**src/hw/rtl/fdf_pkg.sv**
```systemverilog
// ----------------------------------------------------------------------------
// fdf_pkg
// Shared types and constants of the fractional-delay FIR filter.
// ----------------------------------------------------------------------------
package fdf_pkg;

	localparam int TAPS_DEF   = 64;
	localparam int SMP_W      = 16;
	localparam int FRAC_W     = 16;
	localparam int CIDX_W     = 6;
	localparam int OUT_W      = 32;
	localparam int IN_TDATA_W = 56;
	localparam int SHIFT      = 15;

	typedef enum logic [1:0] {
		ACT_PUSH_FILT = 2'd0,
		ACT_PUSH      = 2'd1,
		ACT_FILT      = 2'd2,
		ACT_LOAD      = 2'd3
	} action_t;

	typedef enum logic [2:0] {
		ST_CLEAR,
		ST_IDLE,
		ST_EXEC,
		ST_FILT,
		ST_DRAIN
	} state_t;

	typedef struct packed {
		logic capture;
		logic clr;
		logic push;
		logic coef_wr;
		logic rd;
		logic first;
		logic tap;
		logic acc_clr;
		logic finish;
	} cmd_t;

	typedef struct packed {
		action_t action;
		logic    pipe_busy;
		logic    out_free;
	} status_t;

endpackage

```
**src/hw/rtl/fdf_ram.sv**
```systemverilog
// ----------------------------------------------------------------------------
// fdf_ram
// Simple dual-port RAM, one write port, one read port with registered data.
// ----------------------------------------------------------------------------
module fdf_ram #(
	parameter int W     = 16,
	parameter int DEPTH = 64,
	localparam int AW   = (DEPTH > 1) ? $clog2(DEPTH) : 1
) (
	input  logic          clk,
	input  logic          we,
	input  logic [AW-1:0] waddr,
	input  logic [W-1:0]  wdata,
	input  logic [AW-1:0] raddr,
	output logic [W-1:0]  rdata
);

	logic [W-1:0] mem [DEPTH];

	always_ff @(posedge clk) begin
		if (we) begin
			mem[waddr] <= wdata;
		end
		rdata <= mem[raddr];
	end

endmodule

```
**src/hw/rtl/fdf_ctrl.sv**
```systemverilog
// ----------------------------------------------------------------------------
// fdf_ctrl
// Controller: store clearing after reset, action sequencing, tap counter.
// ----------------------------------------------------------------------------
module fdf_ctrl #(
	parameter int TAPS  = fdf_pkg::TAPS_DEF,
	localparam int CNT_W = $clog2(TAPS + 1)
) (
	input  logic             clk,
	input  logic             arst_n,
	input  logic             in_valid,
	output logic             in_ready,
	input  fdf_pkg::status_t status,
	output fdf_pkg::cmd_t    cmd,
	output logic [CNT_W-1:0] cnt
);

	import fdf_pkg::*;

	localparam logic [CNT_W-1:0] CNT_LAST = CNT_W'(TAPS);

	state_t           state_q, state_d;
	logic [CNT_W-1:0] cnt_q, cnt_d;

	always_ff @(posedge clk or negedge arst_n) begin
		if (!arst_n) begin
			state_q <= ST_CLEAR;
			cnt_q   <= '0;
		end else begin
			state_q <= state_d;
			cnt_q   <= cnt_d;
		end
	end

	always_comb begin
		state_d  = state_q;
		cnt_d    = cnt_q;
		cmd      = '0;
		in_ready = 1'b0;
		case (state_q)
			ST_CLEAR: begin
				cmd.clr = 1'b1;
				if (cnt_q == CNT_LAST) begin
					cnt_d   = '0;
					state_d = ST_IDLE;
				end else begin
					cnt_d = cnt_q + CNT_W'(1);
				end
			end
			ST_IDLE: begin
				in_ready = 1'b1;
				if (in_valid) begin
					cmd.capture = 1'b1;
					state_d     = ST_EXEC;
				end
			end
			ST_EXEC: begin
				cnt_d = '0;
				case (status.action)
					ACT_LOAD: begin
						cmd.coef_wr = 1'b1;
						state_d     = ST_IDLE;
					end
					ACT_PUSH: begin
						cmd.push = 1'b1;
						state_d  = ST_IDLE;
					end
					ACT_PUSH_FILT: begin
						cmd.push = 1'b1;
						state_d  = ST_FILT;
					end
					ACT_FILT: begin
						state_d = ST_FILT;
					end
					default: begin
						state_d = ST_IDLE;
					end
				endcase
			end
			ST_FILT: begin
				cmd.rd      = 1'b1;
				cmd.first   = (cnt_q == '0);
				cmd.acc_clr = (cnt_q == '0);
				cmd.tap     = (cnt_q != '0);
				if (cnt_q == CNT_LAST) begin
					cnt_d   = '0;
					state_d = ST_DRAIN;
				end else begin
					cnt_d = cnt_q + CNT_W'(1);
				end
			end
			ST_DRAIN: begin
				if (!status.pipe_busy && status.out_free) begin
					cmd.finish = 1'b1;
					state_d    = ST_IDLE;
				end
			end
			default: begin
				state_d = ST_IDLE;
			end
		endcase
	end

	assign cnt = cnt_q;

endmodule

```
**src/hw/rtl/fdf_datapath.sv**
```systemverilog
// ----------------------------------------------------------------------------
// fdf_datapath
// Sample and coefficient stores, interpolate and multiply-accumulate pipeline,
// output register.
// ----------------------------------------------------------------------------
module fdf_datapath #(
	parameter int TAPS  = fdf_pkg::TAPS_DEF,
	localparam int CNT_W = $clog2(TAPS + 1)
) (
	input  logic                             clk,
	input  logic                             arst_n,
	input  fdf_pkg::cmd_t                    cmd,
	input  logic [CNT_W-1:0]                 cnt,
	output fdf_pkg::status_t                 status,
	input  logic [fdf_pkg::IN_TDATA_W-1:0]   s_tdata,
	input  logic [1:0]                       s_tuser,
	input  logic                             m_tready,
	output logic                             m_tvalid,
	output logic [fdf_pkg::OUT_W-1:0]        m_tdata
);

	import fdf_pkg::*;

	localparam int SA_W  = $clog2(TAPS + 1);
	localparam int CA_W  = (TAPS > 1) ? $clog2(TAPS) : 1;
	localparam int ACC_W = 32 + $clog2(TAPS);
	localparam int PR_W  = 2 * (SMP_W + 1);
	localparam logic [SA_W-1:0] SA_LAST = SA_W'(TAPS);

	action_t                    act_q;
	logic signed [SMP_W-1:0]    smp_q;
	logic [FRAC_W-1:0]          frac_q;
	logic [CIDX_W-1:0]          cidx_q;
	logic signed [SMP_W-1:0]    cval_q;

	logic [SA_W-1:0]            wr_idx_q, wr_idx_nx;
	logic [SA_W-1:0]            rd_addr_q, rd_addr_nx, s_raddr;
	logic                       s_we;
	logic [SA_W-1:0]            s_waddr;
	logic [SMP_W-1:0]           s_wdata, s_rdata;
	logic                       c_we;
	logic [CA_W-1:0]            c_waddr, c_raddr;
	logic [SMP_W-1:0]           c_wdata, c_rdata;
	logic [CNT_W-1:0]           cnt_m1;
	logic                       cidx_ok;

	logic                       rdv_q, v_s1, v_s2;
	logic signed [SMP_W-1:0]    s_prev_q;
	logic signed [SMP_W:0]      diff;
	logic signed [PR_W-1:0]     prod;
	logic signed [PR_W-1:0]     prod_s1;
	logic signed [SMP_W-1:0]    sold_s1, coef_s1;
	logic signed [SMP_W+1:0]    interp_w;
	logic signed [SMP_W-1:0]    interp;
	logic signed [2*SMP_W-1:0]  mul_s2;
	logic signed [ACC_W-1:0]    acc_q;
	logic                       out_valid_q;
	logic [OUT_W-1:0]           out_q;

	always_ff @(posedge clk) begin
		if (cmd.capture) begin
			act_q  <= action_t'(s_tuser);
			smp_q  <= s_tdata[15:0];
			frac_q <= s_tdata[31:16];
			cidx_q <= s_tdata[37:32];
			cval_q <= s_tdata[53:38];
		end
	end

	assign wr_idx_nx  = (wr_idx_q == SA_LAST) ? '0 : wr_idx_q + SA_W'(1);
	assign rd_addr_nx = (rd_addr_q == SA_LAST) ? '0 : rd_addr_q + SA_W'(1);
	assign s_raddr    = cmd.first ? wr_idx_q : rd_addr_nx;

	always_ff @(posedge clk or negedge arst_n) begin
		if (!arst_n) begin
			wr_idx_q <= '0;
		end else if (cmd.push) begin
			wr_idx_q <= wr_idx_nx;
		end
	end

	always_ff @(posedge clk) begin
		if (cmd.rd) begin
			rd_addr_q <= s_raddr;
		end
	end

	assign s_we    = cmd.clr | cmd.push;
	assign s_waddr = cmd.clr ? SA_W'(cnt) : wr_idx_q;
	assign s_wdata = cmd.clr ? '0 : smp_q;

	assign cidx_ok = 32'(cidx_q) < TAPS;
	assign cnt_m1  = cnt - CNT_W'(1);
	assign c_we    = (cmd.clr && (32'(cnt) < TAPS)) || (cmd.coef_wr && cidx_ok);
	assign c_waddr = cmd.clr ? CA_W'(cnt) : CA_W'(cidx_q);
	assign c_wdata = cmd.clr ? '0 : cval_q;
	assign c_raddr = CA_W'(cnt_m1);

	fdf_ram #(.W(SMP_W), .DEPTH(TAPS + 1)) u_smp_ram (
		.clk   (clk),
		.we    (s_we),
		.waddr (s_waddr),
		.wdata (s_wdata),
		.raddr (s_raddr),
		.rdata (s_rdata)
	);

	fdf_ram #(.W(SMP_W), .DEPTH(TAPS)) u_coef_ram (
		.clk   (clk),
		.we    (c_we),
		.waddr (c_waddr),
		.wdata (c_wdata),
		.raddr (c_raddr),
		.rdata (c_rdata)
	);

	// interp = old + floor((new - old) * frac / 2^16)
	assign diff = $signed({s_rdata[SMP_W-1], s_rdata}) - $signed({s_prev_q[SMP_W-1], s_prev_q});
	assign prod = diff * $signed({1'b0, frac_q});

	assign interp_w = $signed({{2{sold_s1[SMP_W-1]}}, sold_s1}) + prod_s1[PR_W-1:FRAC_W];
	assign interp   = interp_w[SMP_W-1:0];

	always_ff @(posedge clk or negedge arst_n) begin
		if (!arst_n) begin
			rdv_q <= 1'b0;
			v_s1  <= 1'b0;
			v_s2  <= 1'b0;
		end else begin
			rdv_q <= cmd.tap;
			v_s1  <= rdv_q;
			v_s2  <= v_s1;
		end
	end

	always_ff @(posedge clk) begin
		s_prev_q <= s_rdata;
		prod_s1  <= prod;
		sold_s1  <= s_prev_q;
		coef_s1  <= c_rdata;
		mul_s2   <= coef_s1 * interp;
		if (cmd.acc_clr) begin
			acc_q <= '0;
		end else if (v_s2) begin
			acc_q <= acc_q + ACC_W'(mul_s2);
		end
	end

	always_ff @(posedge clk or negedge arst_n) begin
		if (!arst_n) begin
			out_valid_q <= 1'b0;
		end else if (cmd.finish) begin
			out_valid_q <= 1'b1;
		end else if (m_tready) begin
			out_valid_q <= 1'b0;
		end
	end

	always_ff @(posedge clk) begin
		if (cmd.finish) begin
			out_q <= OUT_W'($signed(acc_q[ACC_W-1:SHIFT]));
		end
	end

	assign status.action    = act_q;
	assign status.pipe_busy = rdv_q | v_s1 | v_s2;
	assign status.out_free  = ~out_valid_q | m_tready;

	assign m_tvalid = out_valid_q;
	assign m_tdata  = out_q;

endmodule

```
**src/hw/rtl/fir_filter_fractional_delay_unit.sv**
```systemverilog
// Filter words (push and filter, filter only): the unit makes one interpolate and
// multiply-accumulate pass per tap through the single read port of each store, drains
// the pipeline, then loads the output register and raises m_tvalid once that register
// is free; only then is the next word taken. Push-only and coefficient-load words are
// done in the EXEC state. After reset, s_tready stays low while both stores are zeroed.
// ----------------------------------------------------------------------------
// fir_filter_fractional_delay_unit
// FIR filter with linearly interpolated fractional-delay taps.
// ----------------------------------------------------------------------------
module fir_filter_fractional_delay_unit #(
	parameter int TAPS = fdf_pkg::TAPS_DEF
) (
	input  logic                            clk,
	input  logic                            arst_n,
	input  logic                            s_tvalid,
	output logic                            s_tready,
	// sample[15:0], fraction[31:16], coef_index[37:32], coef_value[53:38], zero[55:54]
	input  logic [fdf_pkg::IN_TDATA_W-1:0]  s_tdata,
	// action[1:0]
	input  logic [1:0]                      s_tuser,
	output logic                            m_tvalid,
	input  logic                            m_tready,
	// filtered[31:0]
	output logic [fdf_pkg::OUT_W-1:0]       m_tdata
);

	import fdf_pkg::*;

	localparam int CNT_W = $clog2(TAPS + 1);

	cmd_t             cmd;
	status_t          status;
	logic [CNT_W-1:0] cnt;

	fdf_ctrl #(.TAPS(TAPS)) u_ctrl (
		.clk      (clk),
		.arst_n   (arst_n),
		.in_valid (s_tvalid),
		.in_ready (s_tready),
		.status   (status),
		.cmd      (cmd),
		.cnt      (cnt)
	);

	fdf_datapath #(.TAPS(TAPS)) u_datapath (
		.clk      (clk),
		.arst_n   (arst_n),
		.cmd      (cmd),
		.cnt      (cnt),
		.status   (status),
		.s_tdata  (s_tdata),
		.s_tuser  (s_tuser),
		.m_tready (m_tready),
		.m_tvalid (m_tvalid),
		.m_tdata  (m_tdata)
	);

endmodule

```
**config.mk**
```make
export PLATFORM = sky130hd
export DESIGN_NAME = fir_filter_fractional_delay_unit
export DESIGN_NICKNAME = d
export VERILOG_FILES = /design/src/hw/rtl/fdf_pkg.sv /design/src/hw/rtl/fdf_ram.sv /design/src/hw/rtl/fdf_ctrl.sv /design/src/hw/rtl/fdf_datapath.sv /design/src/hw/rtl/fir_filter_fractional_delay_unit.sv
export SDC_FILE = /design/constraint.sdc
export NUM_CORES = 2
export LEC_CHECK = 0
export ABC_AREA = 1
export ABC_CLOCK_PERIOD_IN_PS = 7740
export BUFFER_PORTS_ARGS = -buffer_cell sky130_fd_sc_hd__buf_2
export CORE_MARGIN = 1.5
export CORE_UTILIZATION = 62
export CTS_BUF_LIST = sky130_fd_sc_hd__clkbuf_8
export DETAILED_ROUTE_END_ITERATION = 10
export PLACE_DENSITY = 0.81
export SLEW_MARGIN = 20
export SYNTH_ARGS = -nofsm -noshare
export SYNTH_HDL_FRONTEND = slang
export SYNTH_SLANG_ARGS = --single-unit
export TNS_END_PERCENT = 5
```
**constraint.sdc**
```tcl
create_clock -name clk -period 7.74 [get_ports clk]
set_clock_uncertainty 0.1 [all_clocks]
set_input_delay 1.548 -clock clk [delete_from_list [all_inputs] [get_ports clk]]
set_output_delay 1.548 -clock clk [all_outputs]
set_load 0.01 [all_outputs]
```
==> results.md <==
* Chip Height at 439.0 µm
* Post-synthesis cell type with the largest combined area: sky130_fd_sc_hd__edfxtp_1
* Worst min-delay path endpoint: u_datapath.coef_s1[13]$_DFF_P_
* Number of sinks driven by the clock tree at about 2300
* # port buffers at 93
* Number of global-route vias before repair at 80560
* Avg Synthesized Cell Area at 11.17 µm²
* Clock buffers created by TritonCTS at 374
* RSZ-0062 raised after global routing: yes
* Worst path depth at 31
* Via density per instance at 6.052
* Total die area at 192700 µm²
* Clock Root Buffer: sky130_fd_sc_hd__clkbuf_8
* Routed wirelength normalized by instance count at 23.03 µm
* GPL Wtd Cong at 0.9505
* First-pass DRT Iterations at 9
* Starting density of the core at 62.56%
* Outcome: complete, no violations
* Dominant synthesized flop cell: sky130_fd_sc_hd__edfxtp_1
* Total via count after detailed routing at 81570
* Critical path start-end classification: flop to flop
* Net count of the mapped netlist at 11380
* Share of the synthesized area in the top cell type at 54.78%
* Aggregate negative setup slack at 0 ns
* Synthesized cell area at ~120000 µm²
* Distinct cell type count after synthesis at 56
* Area delta synth->final at 8.918%
* Critical path required time at 8.53 ns
* Share of synthesized registers carrying an async set or reset at 0.8986%
* Net count reported at finish at 11560
* Source of the worst register-to-register timing path: u_datapath.u_smp_ram.rdata[0]$_DFF_P_
* Sequential cell area fraction in the yosys report at about three fifths
* Remaining max-slew budget at the tightest pin at 17.57%
* Global-route wire length before repair at approximately 460 mm
* Overall die width at between 400 and 500 µm
* Depth of the most critical reg-to-reg path at 31
* Critical path capture point type: flop
* Area inside the core boundary at 188400 µm²
* Path class of the lowest-slack min-delay path: flop to flop
* Pin slew with the least headroom to its limit at between 1 and 1.5 ns
* Number of design rule violations left after detail routing at 0
* ANT nets after route at 0
* Top cells by count, synth: 2150 x sky130_fd_sc_hd__edfxtp_1, 1542 x sky130_fd_sc_hd__inv_1, 1333 x sky130_fd_sc_hd__nand3_1
* TritonCTS clock tree: yes
* Maximum cell stage delay along the critical path at 0.54 ns
* Site Rows at 159
* Worst hold start: u_datapath.u_coef_ram.rdata[13]$_DFF_P_
* Initial antenna violation count at 7
* Kind of cell with the highest combined delay on the critical path: adder cells
* Minimum clock period after layout at roughly 7.4 ns
* Number of max-cap violations at 0
* Worst hold path stage count at 0
* 1st-iter DRT viols at roughly 11000
* Largest net degree at the start of global routing at roughly 210
* Crit path top cell by count: sky130_fd_sc_hd__fa_1
* Number of synthesized flops with an enable pin at about 2200
* Fraction of layout instances using a drive strength above 1 at 8.779%
* Top Ports at 96
* Flop and latch count out of synthesis at 2337
* Final count of negative-setup-slack endpoints at 0
* Sum of overflow across all layers after global routing at 0
* Slowest cell on the critical path: sky130_fd_sc_hd__fa_1
* Worst-path maximum fanout at 5
* Count of fill cells added during filler insertion at 13070
* HPWL after DPL at 190.1 mm
* Setup slack of the most critical reg-to-reg path at 0.32 ns
* Count of final max-slew check failures at 0
* H-tree depth at 5
* Gate count of the mapped netlist at 10550
* Tot GR Track Use at roughly a third
* Buffer depth of the longest clock path at 4
* Most common cell in the synthesized netlist: sky130_fd_sc_hd__edfxtp_1
* Hold Buf Count CTS at 0
* Reg2Reg Capture Point: u_datapath.prod_s1[31]$_DFF_P_
* Count of final hold-check violations at 0
* Data arrival, critical path at slightly above 8 ns
* Ratio of final minimum period to clock period at approximately 96%
* Clock transition time at the flip-flop clock pins of the worst setup and hold paths at 0.06 ns
* Worst-Skew Late Latency at roughly 1.1 ns
* Drt total wl at 310.4 mm
* Largest cells by area after synthesis: sky130_fd_sc_hd__edfxtp_1 55%, sky130_fd_sc_hd__fa_1 9.0%, sky130_fd_sc_hd__nand3_1 5.7%
* Crit start category: flop
* Synth warn at 0
* Worst path bufs/invs at 7
* Highest clock rate at 134.7 MHz
cell usage in the layout (no fill, tap or decap), types with 15 or more instances in the layout:
| master | netlist | final |
|---|---|---|
| sky130_fd_sc_hd__clkinv_2 | 0 | 43 |
| sky130_fd_sc_hd__nor2_2 | 2 | 16 |
| sky130_fd_sc_hd__o21ai_0 | 383 | 381 |
| sky130_fd_sc_hd__o211ai_1 | 91 | 91 |
| sky130_fd_sc_hd__xnor2_1 | 42 | 41 |
| sky130_fd_sc_hd__clkinv_1 | 9 | 80 |
| sky130_fd_sc_hd__nand2_1 | 1271 | 1269 |
| sky130_fd_sc_hd__nand3b_1 | 381 | 381 |
| sky130_fd_sc_hd__clkbuf_8 | 0 | 392 |
| sky130_fd_sc_hd__nand4_1 | 15 | 15 |
| sky130_fd_sc_hd__nor2_4 | 2 | 36 |
| sky130_fd_sc_hd__nor2_1 | 976 | 928 |
| sky130_fd_sc_hd__nor3_1 | 37 | 34 |
| sky130_fd_sc_hd__o22ai_1 | 15 | 15 |
| sky130_fd_sc_hd__nand3_1 | 1333 | 1329 |
| sky130_fd_sc_hd__o221ai_1 | 172 | 171 |
| sky130_fd_sc_hd__buf_2 | 228 | 93 |
| sky130_fd_sc_hd__dfrtp_1 | 21 | 20 |
| sky130_fd_sc_hd__inv_1 | 1542 | 1640 |
| sky130_fd_sc_hd__a21o_1 | 17 | 17 |
| sky130_fd_sc_hd__a21oi_1 | 158 | 156 |
| sky130_fd_sc_hd__mux2i_1 | 168 | 168 |
| sky130_fd_sc_hd__dfxtp_1 | 166 | 166 |
| sky130_fd_sc_hd__o32ai_1 | 79 | 79 |
| sky130_fd_sc_hd__ha_1 | 237 | 235 |
| sky130_fd_sc_hd__xor2_1 | 60 | 58 |
| sky130_fd_sc_hd__or2_2 | 28 | 28 |
| sky130_fd_sc_hd__a31oi_1 | 20 | 20 |
| sky130_fd_sc_hd__fa_1 | 530 | 528 |
| sky130_fd_sc_hd__edfxtp_1 | 2150 | 2150 |
| sky130_fd_sc_hd__buf_4 | 31 | 266 |
area by class of cell:
cell class | count | area (µm²) | share of cell area [%]
inverters | 1563 | 5904 | 4.600
clock buffers | 392 | 5395 | 4.203
multi-input cells | 6081 | 41540 | 32.36
diodes | 3 | 7.507 | 0.005848
clock inverters | 238 | 1300 | 1.013
flip-flops and latches | 2337 | 68410 | 53.30
well taps | 2495 | 3122 | 2.432
repair buffers | 370 | 2683 | 2.090
worst reg2reg max path, delay by kind of cell, from the launching register on:
kind                     cells  cell delay, ns
AO/OA/AOI/OAI                9            1.63
adder cells (fa/ha/maj)      9            3.96
buffers and inverters        7            0.49
flip-flops                   1            0.32
AND/OR/NAND/NOR              6            0.81
metal layers:
| metal | up-vias | global-route usage [%] | routed length (µm) |
|---|---|---|---|
| li1 | 36270 | - | - |
| met1 | 39500 | 41.72 | 114000 |
| met2 | 4937 | 50.26 | 145600 |
| met3 | 874 | 6.381 | 33270 |
| met4 | 0 | 17.37 | 17550 |
| met5 | - | 0 | 0 |
sequential cells by signal (all words and copies together), names as in the netlist, 23 cells and up:
signal / cells
u_datapath.m_tdata: 23
u_datapath.u_coef_ram.mem: 1024
u_datapath.mul_s2: 32
u_datapath.u_smp_ram.mem: 1040
u_datapath.acc_q: 38
metrics by stage:
stage                     instance area [µm²]  hold slack (ns)  cells  setup WS (ns)  util (%)
after floorplan                        117900           0.2096  10550         0.6054         -
after global placement                 121500           0.2101  12840        0.02065     64.50
after detailed placement               121500           0.2121  12840        0.08817     64.50
after CTS                              128200           0.2160  13470        0.06218     68.06
after global routing                   128400           0.2336  13480       -0.07739     68.14
final                                  128400           0.2199  13480         0.3179     68.14
timing repair:
item,CTS,global route
gates resized for setup,0,27
buffers inserted,0,6
setup endpoints to repair,0,23
worst max path at each step:
stage | from | to | slack (ns)
5_1_grt | u_datapath.u_smp_ram.rdata[0]$_DFF_P_ | u_datapath.prod_s1[30]$_DFF_P_ | -0.08
3_3_place_gp | u_datapath.u_smp_ram.rdata[0]$_DFF_P_ | u_datapath.prod_s1[31]$_DFF_P_ | 0.02
4_1_cts | u_datapath.u_smp_ram.rdata[0]$_DFF_P_ | u_datapath.prod_s1[31]$_DFF_P_ | 0.06
2_1_floorplan | u_datapath.u_smp_ram.rdata[0]$_DFF_P_ | u_datapath.prod_s1[31]$_DFF_P_ | 0.61
6_report | u_datapath.u_smp_ram.rdata[0]$_DFF_P_ | u_datapath.prod_s1[31]$_DFF_P_ | 0.32
3_5_place_dp | u_datapath.u_smp_ram.rdata[0]$_DFF_P_ | u_datapath.prod_s1[31]$_DFF_P_ | 0.09
logic make-up after synthesis:
group | after synthesis | synth area share, %
simple gates | 4067 | 15.79
flops | 2337 | 58.04
buf+inv | 2129 | 7.134
compound gates | 975 | 5.304
fa+ha+maj | 767 | 11.52
mux | 169 | 1.436
xor+xnor | 103 | 0.7718
Power is left out: the tool's default activity adds up to more than one toggle a clock period on the data nets, which glitch-free logic cannot reach.
